==> config.mk <==
export PLATFORM = sky130hd
export DESIGN_NAME = vt_lru_page_cache
export DESIGN_NICKNAME = d
export VERILOG_FILES = /design/src/rtl/core/vtlru_pkg.sv /design/src/rtl/core/vtlru_ram.sv /design/src/rtl/core/vtlru_ctrl.sv /design/src/rtl/core/vtlru_dp.sv /design/src/rtl/core/vt_lru_page_cache.sv
export SDC_FILE = /design/constraint.sdc
export NUM_CORES = 2
export LEC_CHECK = 0
export ABC_CLOCK_PERIOD_IN_PS = 9550
export BUFFER_PORTS_ARGS = -buffer_cell sky130_fd_sc_hd__buf_2
export CAP_MARGIN = 0
export CORE_MARGIN = 2
export CORE_UTILIZATION = 45
export CTS_CLUSTER_SIZE = 10
export DETAILED_ROUTE_END_ITERATION = 10
export PLACE_DENSITY = 0.56
export SETUP_SLACK_MARGIN = 0.1
export SYNTH_ARGS = -nofsm -noshare
export SYNTH_HDL_FRONTEND = slang
export SYNTH_SLANG_ARGS = --single-unit
==> constraint.sdc <==
create_clock -name aclk -period 9.55 [get_ports aclk]
set_clock_uncertainty 0.1 [all_clocks]
set_input_delay 0.955 -clock aclk [delete_from_list [all_inputs] [get_ports aclk]]
set_output_delay 0.955 -clock aclk [all_outputs]
set_load 0.05 [all_outputs]
==> src/rtl/core/vtlru_pkg.sv <==
// Shared constants and controller/datapath interface types for the page cache.
package vtlru_pkg;

    localparam int MAX_SLOTS_DEF  = 64;
    localparam int COORD_BITS_DEF = 8;

    localparam int MIP_W  = 4;
    localparam int SIDE_W = 4;
    localparam int SLOT_W = 3;

    localparam logic [SIDE_W-1:0] SIDE_RESET = 4'd8;
    localparam logic [SIDE_W-1:0] SIDE_MAX   = 4'd8;

    localparam logic OP_TOUCH   = 1'b0;
    localparam logic OP_REQUEST = 1'b1;

    typedef struct packed {
        logic load;         // capture a new request and restart the scan
        logic scan_step;    // walk the entries looking for hit and oldest
        logic decide;       // commit the result and the tag write
        logic update_step;  // walk the entries rewriting recency ranks
    } cmd_t;

    typedef struct packed {
        logic sweep_done;   // index reached the count and the read pipe is empty
        logic need_update;  // the request changes recency ranks
    } status_t;

endpackage

==> src/rtl/core/vtlru_ram.sv <==
// Generic single-write, single-read RAM with registered read data.
module vtlru_ram #(
    parameter int WIDTH = 8,
    parameter int DEPTH = 64
) (
    input  logic                                   aclk,
    input  logic                                   wr_en,
    input  logic [((DEPTH > 1) ? $clog2(DEPTH) : 1)-1:0] wr_addr,
    input  logic [WIDTH-1:0]                       wr_data,
    input  logic                                   rd_en,
    input  logic [((DEPTH > 1) ? $clog2(DEPTH) : 1)-1:0] rd_addr,
    output logic [WIDTH-1:0]                       rd_data
);

    logic [WIDTH-1:0] mem [DEPTH];

    always_ff @(posedge aclk) begin
        if (wr_en) begin
            mem[wr_addr] <= wr_data;
        end
        if (rd_en) begin
            rd_data <= mem[rd_addr];
        end
    end

endmodule

==> src/rtl/core/vtlru_ctrl.sv <==
// Sequencer for the page cache: accept, scan, decide, recency update.
module vtlru_ctrl (
    input  logic              aclk,
    input  logic              aresetn,
    input  logic              s_valid,
    output logic              s_ready,
    output logic              m_valid,
    input  logic              m_ready,
    output vtlru_pkg::cmd_t   cmd,
    input  vtlru_pkg::status_t status
);

    localparam logic [1:0] ST_IDLE   = 2'd0;
    localparam logic [1:0] ST_SCAN   = 2'd1;
    localparam logic [1:0] ST_DECIDE = 2'd2;
    localparam logic [1:0] ST_UPDATE = 2'd3;

    logic [1:0] state_reg;
    logic [1:0] state_next;
    logic       m_valid_reg;
    logic       m_valid_next;

    always_comb begin
        state_next = state_reg;
        cmd        = '0;
        s_ready    = 1'b0;
        case (state_reg)
            ST_IDLE: begin
                s_ready = 1'b1;
                if (s_valid) begin
                    cmd.load   = 1'b1;
                    state_next = ST_SCAN;
                end
            end
            ST_SCAN: begin
                cmd.scan_step = 1'b1;
                if (status.sweep_done) begin
                    state_next = ST_DECIDE;
                end
            end
            ST_DECIDE: begin
                // hold until the output register is free
                if (!m_valid_reg || m_ready) begin
                    cmd.decide = 1'b1;
                    state_next = status.need_update ? ST_UPDATE : ST_IDLE;
                end
            end
            ST_UPDATE: begin
                cmd.update_step = 1'b1;
                if (status.sweep_done) begin
                    state_next = ST_IDLE;
                end
            end
            default: begin
                state_next = ST_IDLE;
            end
        endcase
    end

    always_comb begin
        if (cmd.decide) begin
            m_valid_next = 1'b1;
        end else if (m_ready) begin
            m_valid_next = 1'b0;
        end else begin
            m_valid_next = m_valid_reg;
        end
    end

    always_ff @(posedge aclk) begin
        if (!aresetn) begin
            state_reg   <= ST_IDLE;
            m_valid_reg <= 1'b0;
        end else begin
            state_reg   <= state_next;
            m_valid_reg <= m_valid_next;
        end
    end

    assign m_valid = m_valid_reg;

endmodule

==> src/rtl/core/vtlru_dp.sv <==
// Datapath: tag and recency memories, scan pipeline, slot counters, result registers.
module vtlru_dp #(
    parameter int MAX_SLOTS  = vtlru_pkg::MAX_SLOTS_DEF,
    parameter int COORD_BITS = vtlru_pkg::COORD_BITS_DEF
) (
    input  logic                          aclk,
    input  logic                          aresetn,
    input  logic                          cfg_wr_en,
    input  logic [vtlru_pkg::SIDE_W-1:0]  cfg_wr_data,
    input  logic                          s_operation,
    input  logic [COORD_BITS-1:0]         s_page_x,
    input  logic [COORD_BITS-1:0]         s_page_y,
    input  logic [vtlru_pkg::MIP_W-1:0]   s_page_mip,
    input  vtlru_pkg::cmd_t               cmd,
    output vtlru_pkg::status_t            status,
    output logic                          m_was_resident,
    output logic                          m_loaded,
    output logic [vtlru_pkg::SLOT_W-1:0]  m_slot_col,
    output logic [vtlru_pkg::SLOT_W-1:0]  m_slot_row,
    output logic                          m_evicted,
    output logic [COORD_BITS-1:0]         m_victim_x,
    output logic [COORD_BITS-1:0]         m_victim_y,
    output logic [vtlru_pkg::MIP_W-1:0]   m_victim_mip
);

    localparam int IDX_W = (MAX_SLOTS > 1) ? $clog2(MAX_SLOTS) : 1;
    localparam int CNT_W = $clog2(MAX_SLOTS + 1);
    localparam int TAG_W = 2 * COORD_BITS + vtlru_pkg::MIP_W;
    localparam int SQ_W  = 2 * vtlru_pkg::SIDE_W;
    localparam int CMP_W = (CNT_W > SQ_W) ? CNT_W : SQ_W;
    localparam int SW    = vtlru_pkg::SLOT_W;

    // configuration
    logic [vtlru_pkg::SIDE_W-1:0] side_reg;
    logic [vtlru_pkg::SIDE_W-1:0] eff_side;
    logic [SW-1:0]                side_last;
    logic [SQ_W-1:0]              cap_sq;
    logic                         full;

    // request and sweep state
    logic             op_reg;
    logic [TAG_W-1:0] tag_reg;
    logic [CNT_W-1:0] count_reg;
    logic [CNT_W-1:0] idx_reg;
    logic [SW-1:0]    col_reg;
    logic [SW-1:0]    row_reg;
    logic             rd_vld_reg;
    logic [IDX_W-1:0] rd_idx_reg;
    logic [SW-1:0]    rd_col_reg;
    logic [SW-1:0]    rd_row_reg;
    logic             issue;

    // scan results
    logic             found_reg;
    logic [IDX_W-1:0] hit_idx_reg;
    logic [IDX_W-1:0] hit_rec_reg;
    logic [IDX_W-1:0] old_rec_reg;
    logic [IDX_W-1:0] old_idx_reg;
    logic [TAG_W-1:0] old_tag_reg;
    logic [SW-1:0]    old_col_reg;
    logic [SW-1:0]    old_row_reg;

    // update sweep parameters
    logic [IDX_W-1:0] who_reg;
    logic [IDX_W-1:0] limit_reg;
    logic             age_all_reg;

    // memory ports
    logic [TAG_W-1:0] tag_rdata;
    logic [IDX_W-1:0] rec_rdata;
    logic             tag_we;
    logic [IDX_W-1:0] tag_waddr;
    logic             rec_we;
    logic [IDX_W-1:0] rec_wdata;

    // decide terms
    logic miss_load;
    logic evict;
    logic fill;

    // result registers
    logic                        was_resident_reg;
    logic                        loaded_reg;
    logic [SW-1:0]               slot_col_reg;
    logic [SW-1:0]               slot_row_reg;
    logic                        evicted_reg;
    logic [COORD_BITS-1:0]       victim_x_reg;
    logic [COORD_BITS-1:0]       victim_y_reg;
    logic [vtlru_pkg::MIP_W-1:0] victim_mip_reg;

    always_comb begin
        if (side_reg == '0) begin
            eff_side = vtlru_pkg::SIDE_W'(1);
        end else if (side_reg > vtlru_pkg::SIDE_MAX) begin
            eff_side = vtlru_pkg::SIDE_MAX;
        end else begin
            eff_side = side_reg;
        end
    end

    assign side_last = SW'(eff_side - vtlru_pkg::SIDE_W'(1));
    assign cap_sq    = SQ_W'(eff_side) * SQ_W'(eff_side);
    assign full      = (CMP_W'(count_reg) >= CMP_W'(cap_sq)) ||
                       (count_reg == CNT_W'(MAX_SLOTS));

    assign issue     = (cmd.scan_step || cmd.update_step) && (idx_reg != count_reg);
    assign miss_load = !found_reg && (op_reg == vtlru_pkg::OP_REQUEST);
    assign evict     = miss_load && full;
    assign fill      = miss_load && !full;

    assign status.sweep_done  = (idx_reg == count_reg) && !rd_vld_reg;
    assign status.need_update = (found_reg && (op_reg == vtlru_pkg::OP_TOUCH)) || miss_load;

    // tag store: written once per load, at the decide step
    assign tag_we    = cmd.decide && miss_load;
    assign tag_waddr = evict ? old_idx_reg : count_reg[IDX_W-1:0];

    // recency rewrite: selected entry to zero, more recent ones age by one (all others after a fill)
    always_comb begin
        rec_we    = 1'b0;
        rec_wdata = rec_rdata + IDX_W'(1);
        if (cmd.update_step && rd_vld_reg) begin
            if (rd_idx_reg == who_reg) begin
                rec_we    = 1'b1;
                rec_wdata = '0;
            end else if (age_all_reg || (rec_rdata < limit_reg)) begin
                rec_we = 1'b1;
            end
        end
    end

    vtlru_ram #(
        .WIDTH (TAG_W),
        .DEPTH (MAX_SLOTS)
    ) u_tag_ram (
        .aclk    (aclk),
        .wr_en   (tag_we),
        .wr_addr (tag_waddr),
        .wr_data (tag_reg),
        .rd_en   (issue),
        .rd_addr (idx_reg[IDX_W-1:0]),
        .rd_data (tag_rdata)
    );

    vtlru_ram #(
        .WIDTH (IDX_W),
        .DEPTH (MAX_SLOTS)
    ) u_rec_ram (
        .aclk    (aclk),
        .wr_en   (rec_we),
        .wr_addr (rd_idx_reg),
        .wr_data (rec_wdata),
        .rd_en   (issue),
        .rd_addr (idx_reg[IDX_W-1:0]),
        .rd_data (rec_rdata)
    );

    // control state
    always_ff @(posedge aclk) begin
        if (!aresetn) begin
            side_reg   <= vtlru_pkg::SIDE_RESET;
            count_reg  <= '0;
            rd_vld_reg <= 1'b0;
        end else begin
            if (cfg_wr_en) begin
                side_reg <= cfg_wr_data;
            end
            if (cmd.decide && fill) begin
                count_reg <= count_reg + CNT_W'(1);
            end
            rd_vld_reg <= issue;
        end
    end

    // sweep index and slot position of the entry being read
    always_ff @(posedge aclk) begin
        if (cmd.load || cmd.decide) begin
            idx_reg <= '0;
            col_reg <= '0;
            row_reg <= '0;
        end else if (issue) begin
            idx_reg <= idx_reg + CNT_W'(1);
            if (col_reg == side_last) begin
                col_reg <= '0;
                row_reg <= row_reg + SW'(1);
            end else begin
                col_reg <= col_reg + SW'(1);
            end
        end
        rd_idx_reg <= idx_reg[IDX_W-1:0];
        rd_col_reg <= col_reg;
        rd_row_reg <= row_reg;
    end

    // scan: first tag match, and the last entry holding the largest rank
    always_ff @(posedge aclk) begin
        if (cmd.load) begin
            op_reg      <= s_operation;
            tag_reg     <= {s_page_mip, s_page_y, s_page_x};
            found_reg   <= 1'b0;
            old_rec_reg <= '0;
            old_idx_reg <= '0;
            old_tag_reg <= '0;
            old_col_reg <= '0;
            old_row_reg <= '0;
        end else if (cmd.scan_step && rd_vld_reg) begin
            if (!found_reg && (tag_rdata == tag_reg)) begin
                found_reg   <= 1'b1;
                hit_idx_reg <= rd_idx_reg;
                hit_rec_reg <= rec_rdata;
            end
            if (rec_rdata >= old_rec_reg) begin
                old_rec_reg <= rec_rdata;
                old_idx_reg <= rd_idx_reg;
                old_tag_reg <= tag_rdata;
                old_col_reg <= rd_col_reg;
                old_row_reg <= rd_row_reg;
            end
        end
    end

    // decide: latch update parameters and the result
    always_ff @(posedge aclk) begin
        if (cmd.decide) begin
            if (evict) begin
                who_reg   <= old_idx_reg;
                limit_reg <= old_rec_reg;
            end else if (found_reg) begin
                who_reg   <= hit_idx_reg;
                limit_reg <= hit_rec_reg;
            end else begin
                who_reg   <= count_reg[IDX_W-1:0];
                limit_reg <= '0;
            end
            age_all_reg <= fill;

            was_resident_reg <= found_reg;
            loaded_reg       <= miss_load;
            evicted_reg      <= evict;
            if (evict) begin
                slot_col_reg <= old_col_reg;
                slot_row_reg <= old_row_reg;
            end else if (fill) begin
                slot_col_reg <= col_reg;
                slot_row_reg <= row_reg;
            end else begin
                slot_col_reg <= '0;
                slot_row_reg <= '0;
            end
            if (evict) begin
                victim_x_reg   <= old_tag_reg[COORD_BITS-1:0];
                victim_y_reg   <= old_tag_reg[2*COORD_BITS-1:COORD_BITS];
                victim_mip_reg <= old_tag_reg[TAG_W-1:2*COORD_BITS];
            end else begin
                victim_x_reg   <= '0;
                victim_y_reg   <= '0;
                victim_mip_reg <= '0;
            end
        end
    end

    assign m_was_resident = was_resident_reg;
    assign m_loaded       = loaded_reg;
    assign m_slot_col     = slot_col_reg;
    assign m_slot_row     = slot_row_reg;
    assign m_evicted      = evicted_reg;
    assign m_victim_x     = victim_x_reg;
    assign m_victim_y     = victim_y_reg;
    assign m_victim_mip   = victim_mip_reg;

endmodule

==> src/rtl/core/vt_lru_page_cache.sv <==
// Top level of the virtual-texture page cache: controller, datapath and checks.
//
// Usage: each request on the s_ channel names a page (x, y, mip) and an
// operation (touch or request). Exactly one result per request comes out on
// the m_ channel: hit flag, whether a slot was assigned and which one, and
// the evicted page if a least recent entry was replaced.
// Resident pages number 0 to MAX_SLOTS. An accepted request is scanned in
// one pass over the tag and recency memories, one entry per cycle, plus
// the registered memory read, then the decide step, which waits for a free
// output register and registers the result. After the result, a recency
// rewrite pass runs before the next request is taken; a touch miss or a
// request hit skips it. Requests are handled one at a time, and each
// memory has a single read port.
// Reset (aresetn low, synchronous) empties the cache and sets slots per
// side to 8; no clearing pass is needed. cfg_wr_en writes slots_per_side
// at once, and should only be used while the cache is idle.
// A stalled receiver holds the result in the output register; the next
// request is still accepted and scanned, and waits only to deliver.
module vt_lru_page_cache #(
    parameter int MAX_SLOTS  = vtlru_pkg::MAX_SLOTS_DEF,
    parameter int COORD_BITS = vtlru_pkg::COORD_BITS_DEF
) (
    input  logic                          aclk,
    input  logic                          aresetn,
    input  logic                          cfg_wr_en,
    input  logic [vtlru_pkg::SIDE_W-1:0]  cfg_wr_data,
    input  logic                          s_valid,
    output logic                          s_ready,
    input  logic                          s_operation,
    input  logic [COORD_BITS-1:0]         s_page_x,
    input  logic [COORD_BITS-1:0]         s_page_y,
    input  logic [vtlru_pkg::MIP_W-1:0]   s_page_mip,
    output logic                          m_valid,
    input  logic                          m_ready,
    output logic                          m_was_resident,
    output logic                          m_loaded,
    output logic [vtlru_pkg::SLOT_W-1:0]  m_slot_col,
    output logic [vtlru_pkg::SLOT_W-1:0]  m_slot_row,
    output logic                          m_evicted,
    output logic [COORD_BITS-1:0]         m_victim_x,
    output logic [COORD_BITS-1:0]         m_victim_y,
    output logic [vtlru_pkg::MIP_W-1:0]   m_victim_mip
);

    vtlru_pkg::cmd_t    cmd;
    vtlru_pkg::status_t status;

    vtlru_ctrl u_ctrl (
        .aclk    (aclk),
        .aresetn (aresetn),
        .s_valid (s_valid),
        .s_ready (s_ready),
        .m_valid (m_valid),
        .m_ready (m_ready),
        .cmd     (cmd),
        .status  (status)
    );

    vtlru_dp #(
        .MAX_SLOTS  (MAX_SLOTS),
        .COORD_BITS (COORD_BITS)
    ) u_dp (
        .aclk           (aclk),
        .aresetn        (aresetn),
        .cfg_wr_en      (cfg_wr_en),
        .cfg_wr_data    (cfg_wr_data),
        .s_operation    (s_operation),
        .s_page_x       (s_page_x),
        .s_page_y       (s_page_y),
        .s_page_mip     (s_page_mip),
        .cmd            (cmd),
        .status         (status),
        .m_was_resident (m_was_resident),
        .m_loaded       (m_loaded),
        .m_slot_col     (m_slot_col),
        .m_slot_row     (m_slot_row),
        .m_evicted      (m_evicted),
        .m_victim_x     (m_victim_x),
        .m_victim_y     (m_victim_y),
        .m_victim_mip   (m_victim_mip)
    );

    // a request is never taken while another is in flight
    a_one_in_flight: assert property (@(posedge aclk) disable iff (!aresetn)
        (s_valid && s_ready) |=> !s_ready)
        else $error("request accepted twice in a row");

    // a new result only appears from the decide step
    a_valid_from_decide: assert property (@(posedge aclk) disable iff (!aresetn)
        $rose(m_valid) |-> $past(cmd.decide))
        else $error("result valid without a decide step");

    // a hit never loads a slot
    a_hit_no_load: assert property (@(posedge aclk) disable iff (!aresetn)
        m_valid |-> !(m_loaded && m_was_resident))
        else $error("hit reported together with a load");

    // an eviction always comes with a load
    a_evict_loads: assert property (@(posedge aclk) disable iff (!aresetn)
        (m_valid && m_evicted) |-> m_loaded)
        else $error("eviction without a load");

endmodule

## Yosys cells after proc, flatten, opt, wreduce, memory -nomap -nowiden

Memory sizes are Yosys's and may differ from the RTL's. A register that Yosys moved wholly into a read port is not among the register bits.
Cells that the tools add are included.
Widths: inputs -> output; s select.

- Shift operators: 0
- Order comparisons: 4
- Equality and inequality tests: 13
- $add $sub $neg: 6
- Multiplexer cells: 36
- Div/mod/pow operators: 0
- Bitwise logic cells: 2
- Multiply operators: 1
- Reduce and logical (&&, ||, !) cells: 29

Operators with widths:

| kind | number |
|---|---|
| $mux 6 | 7 |
| $eq 20x20->1 | 1 |
| $mux 1 | 16 |
| $mux 3 | 5 |
| $add 7x1->7 const B | 2 |
| $logic_and 1x1->1 | 11 |
| $mux 2 | 5 |
| $ge 7x8->1 | 1 |
| $mul 4x4->8 | 1 |
| $mux 4 | 2 |
| $pmux 2 s4 | 1 |
| $eq 7x7->1 | 1 |
| $eq 7x7->1 const B | 1 |
| $ne 7x7->1 | 1 |
| $add 3x1->3 const B | 2 |
| $add 6x1->6 const B | 1 |
| $eq 6x6->1 | 1 |
| $ge 6x6->1 | 1 |
| $logic_or 1x1->1 | 6 |
| $lt 6x6->1 | 1 |
| $ne 2x2->1 const B | 3 |
| $reduce_and 2->1 | 3 |
| $eq 2x2->1 const B | 2 |
| $gt 4x4->1 const B | 1 |
| other kinds (11) | 15 |

- Bits in writable memories: 1664
- Word-level logic and storage cells: 125
- Bits in latches: 0
- Output and inout port bits: 31
- Memories kept: 2
- Bits of input ports: 30
- Register bits after elaboration: 154
- ROM bits: 0

Memories:

| memory | words | bits a word | rd ports | clocked after Yosys merged registers in | wr ports | RTL line | source |
|---|---|---|---|---|---|---|---|
| u_dp.u_tag_ram.mem | 64 | 20 | 1 | 1 | 1 | vtlru_ram.sv:15 | `logic [WIDTH-1:0] mem [DEPTH];` |
| u_dp.u_rec_ram.mem | 64 | 6 | 1 | 1 | 1 | vtlru_ram.sv:15 |  |

## Longest topological paths before layout

- Word-level depth: 10
- Depth in mapped cells: 17
- Mapped depth without buffers: 16

## Cells and area by module

Synthesis repeated with hierarchy kept, for this count alone.

- Cells, all modules: 3610
- Area, all modules: 72181.7 um2

By module, submodules not included:

| module | cells an instance | times used | sequential area each (um2) | area each (um2) |
|---|---|---|---|---|
| vtlru_ram at u_dp.u_tag_ram | 2243 | 1 | 39037.4 | 49695.2 |
| vtlru_ram at u_dp.u_rec_ram | 720 | 1 | 11711.2 | 15285.9 |
| vtlru_dp | 627 | 1 | 3773.6 | 7028.0 |
| vtlru_ctrl | 20 | 1 | 60.1 | 172.7 |

## Worst setup path before layout

No wires, ideal clock.

- Kind: input to register
- Start point: input m_ready
- End point: memory u_dp.u_tag_ram.mem[48][0] (netlist name) (enable)
- Buffers on the path: 1
- Required time: 9022 ps
- Data arrival time: 5324 ps
- Stages on the path: 7
- Slack: 3697 ps
- Library setup time: 428 ps
- Cell sequence: nor2b_1 nor2_1 nand2_1 clkbuf_1 nor2_1 nand3_1 o31ai_1

RTL lines:

| what | RTL line | source |
|---|---|---|
| start, declared | vt_lru_page_cache.sv:34 | `input logic m_ready,` |
| end, declared | vtlru_ram.sv:15 |  |

## Final worst setup path

- Start point: register u_dp.side_reg[1] (netlist name)
- End point: memory u_dp.u_tag_ram.mem[27][4] (netlist name) (enable)

- Word-level cells in the longest chain between the ends: 8
- Elaborated cells between the ends (all ways): 9
- Those cells by class: mul: 1; order compare: 2; mux: 3; reduce/logical: 3

Ends and longest elaborated chain:

| what | RTL line | source |
|---|---|---|
| start, declared | vtlru_dp.sv:34 | `logic [vtlru_pkg::SIDE_W-1:0] side_reg;` |
| start signal, assigned | vtlru_dp.sv:161 | `side_reg <= vtlru_pkg::SIDE_RESET;` |
| start signal, assigned | vtlru_dp.sv:166 | `side_reg <= cfg_wr_data;` |
| $gt 4x4->1 | vtlru_dp.sv:94 | `end else if (side_reg > vtlru_pkg::SIDE_MAX) begin` |
| $mux 4 | vtlru_dp.sv:94 |  |
| $mux 4 (*) | vtlru_dp.sv:92 | `if (side_reg == '0) begin` |
| $mul 4x4->8 (*) | vtlru_dp.sv:102 | `assign cap_sq = SQ_W'(eff_side) * SQ_W'(eff_side);` |
| $ge 7x8->1 (*) | vtlru_dp.sv:103 | `assign full = (CMP_W'(count_reg) >= CMP_W'(cap_sq)) \|\|` |
| $logic_or 1x1->1 (*) | vtlru_dp.sv:103 |  |
| $logic_and 1x1->1 (*) | vtlru_dp.sv:108 | `assign evict = miss_load && full;` |
| $mux 6 (*) | vtlru_dp.sv:116 | `assign tag_waddr = evict ? old_idx_reg : count_reg[IDX_W-1:0];` |

Every way passes the cells marked *; elsewhere a longest branch is shown, timed or not.

==> summary.md <==
| Metric | Value |
|---|---|
| Clock root buffer | clkbuf_16 |
| Setup CP Type | register to register |
| Cell leakage power | roughly 0.025 uW |
| Total track usage | between 20% and 30% |
| Hold crit path type | primary input to register |
| Register area share after synthesis | roughly 76% |
| Biggest regs | u_dp.u_tag_ram.mem: 1280 flops, u_dp.u_rec_ram.mem: 384 flops |
| IO Pins | roughly 60 |
| Quantity of I/O buffers inserted on ports | 60 |
| Largest reg by FF count | u_dp.u_tag_ram.mem |
| Post-route minimum period | slightly above 6 ns |
| CTS tree | yes |
| Clk slew on worst S/H paths | 0.06 ns |
| CP startpoint kind | register |
| Drt first pass iters | 5 |
| Most frequent cell after synthesis | edfxtp_1 |
| Number of DRC markers in iteration 0 | between 4000 and 5000 |
| R2r worst-path depth | 13 |
| VDD IR-drop max | approximately 0.15 mV |
| Die width | about 400 um |
| Slew HR | a little under an eighth |
| Initial antenna violation count | 1 |
| Ys flop type | edfxtp_1 |
| Total of max-cap violations | 0 |
| Synth Instances | 3600 |
| Fin crit share | about two thirds |
| Hold_buf cts | 0 |
| Top cell type by total area after synthesis | edfxtp_1 |
| Antenna-violating nets left | 0 |
| CTS Buffer Depth | 3 |
| First-pass GRT wire length | ~280000 um |
| Count of pins over their slew limit | 0 |
| FMAX | 161 MHz |
| Fraction of layout cells with a size suffix above 1 | between 20% and 30% |
| Synthesized Nets | around 3700 |
| Non-filler cells, final | 5953 |
| Nets@finish | 3853 |
| RSZ-0062 raised after global routing | false |
| WHS Path Cells | 1 |
| WL/cell | 32.7 um |
| Placer Congestion | about 0.90 |
| CTS Buf Count | 204 |
| Post-CTS setup buffers | 0 |
| Setup crit end kind | register |
| DR vias/cell | approximately 6.2 |
| PwrDens | between 200 and 250 nW/um^2 |
| Syn_area_per_cell | between 15 and 20 sq um |
| Synthesis-stage register bit count | 1844 |
| Area Growth Syn to Fin | 13.3% |
| Least-Margin Pin Slew | approximately 1.3 ns |
| Synthesized area | ~72000 sq um |
| Final Hold Viols | 0 |
| Post-DP HPWL | 116000 um |
| Largest net degree at the start of global routing | about 120 |
| Final setup fails | 0 |
| Placed cells | roughly 5700 |
| Rows | 146 |
| Ant. Diodes | 0 |
| Placeable Area | 159000 sq um |
| Vias | approximately 37000 |
| Max reg flops | between 1000 and 1500 |
| Fin Setup TNS | 0 ns |
| Final wirelength | 195000 um |
| Initial core utilization | a little under half |
| H-Tree Depth | 4 |
| Clock sink total | around 1800 |
| Asr flop ratio synth | 0% |
| Synth top area share | about three quarters |
| Top cells by count, synth | edfxtp_1, mux4_2, mux2i_1, nor2_1, clkbuf_1 |
| Status | complete, no violations |
| Vias in the first global route | between 30000 and 40000 |
| DIE HEIGHT | a little over 400 um |
| Global route overflow | 0 |
| Clk Latency, worst-skew pair | between 0.8 and 0.9 ns |
| Die area | ~160000 sq um |
| Resize count post-CTS | 0 |
| Required time of the critical path | around 9.9 ns |
| Post-synth cell types | 69 |
| Number of flops mapped to enable cells by yosys | approximately 1800 |
| CP Max Fanout | 97 |
| CP arrival | ~6.6 ns |
| DRC violations left | 0 |
| YS warnings | 0 |
| Synth area leaders | edfxtp_1, mux4_2, mux2i_1 |
area by class of cell:
type                       count  area (sq um)
clock inverter                18           364
fill                       12500         77000
multi-input combinational   1510         17000
sequential                  1844         54600
timing repair buffer         207          1490
clock buffer                 276          5400
inverter                      26          97.6
tap                         2072          2590
power breakdown:
| part | total (uW) | switching [uW] | internal [uW] |
|---|---|---|---|
| logic | 1020 | 715 | 303 |
| clock network | 6970 | 3060 | 3910 |
| registers | 9090 | 46.2 | 9050 |
per-layer routing:
metal / vias up / GRT usage [%] / wire [um]
met3: 264 / 5.22 / 16700
met4: 0 / 6.55 / 4840
met5: - / 0 / 0
li1: 15300 / - / -
met2: 1623 / 35.8 / 88500
met1: 19700 / 35.7 / 84800
kinds of logic (layout without fill, tap and decap cells):
family,count (synthesis),after routing,share of synthesized area (%)
flip-flops,1844,1844,75.8
multiplexers,543,543,14.0
AND/OR/NAND/NOR,481,481,3.26
AO/OA/AOI/OAI,398,398,4.08
buffers and inverters,246,527,1.62
XOR/XNOR,57,57,0.694
adder cells (fa/ha/maj),30,30,0.532
other,1,1,0.00521
metrics by stage:
stage | hold WS [ns] | worst slack [ns] | power [uW] | cell area [sq um] | utilization, %
floorplan | 0.226 | 3.70 | 9860 | 72000 | -
global placement | 0.273 | 3.45 | 10300 | 75800 | 47.8
detailed placement | 0.281 | 3.37 | 10300 | 75800 | 47.8
CTS | 0.114 | 3.34 | 17200 | 81600 | 51.4
global route | 0.140 | 2.94 | 17600 | 81600 | 51.4
finish | 0.189 | 3.34 | 17100 | 81600 | 51.4
worst max-delay path: stages (launching register included):
cell,delay (ns)
dfxtp_1,0.36
nor2b_1,0.35
and3_1,0.25
ha_1,0.24
a21o_1,0.15
a21oi_1,0.17
xnor2_1,0.15
ha_1,0.26
a211oi_1,0.24
o21ai_1,0.11
a311o_2,0.71
nand2_8,0.81
a41oi_1,0.66
nor2_2,1.12
final timing paths:
path	to	from	slack (ns)
setup / recovery	u_dp.u_tag_ram.mem[27][4]	u_dp.side_reg[1]	3.34
hold reg to reg	u_dp.rd_row_reg[2]	u_dp.row_reg[2]	0.29
hold / removal	u_dp.tag_reg[19]	s_page_mip[3]	0.19
setup reg to reg	u_dp.u_tag_ram.mem[27][4]	u_dp.side_reg[1]	3.34
cells in the final DEF (no fill, tap or decap), types with 53 or more instances in the layout:
cell,instances
a21oi_1,73
a22oi_1,53
buf_2,60
buf_4,140
clkbuf_1,70
clkbuf_16,204
dfxtp_1,73
edfxtp_1,1765
mux2i_1,168
mux4_2,369
nand2_1,93
nand3_1,76
nor2_1,133
o221ai_1,62
(Power assumes the default switching activity.)
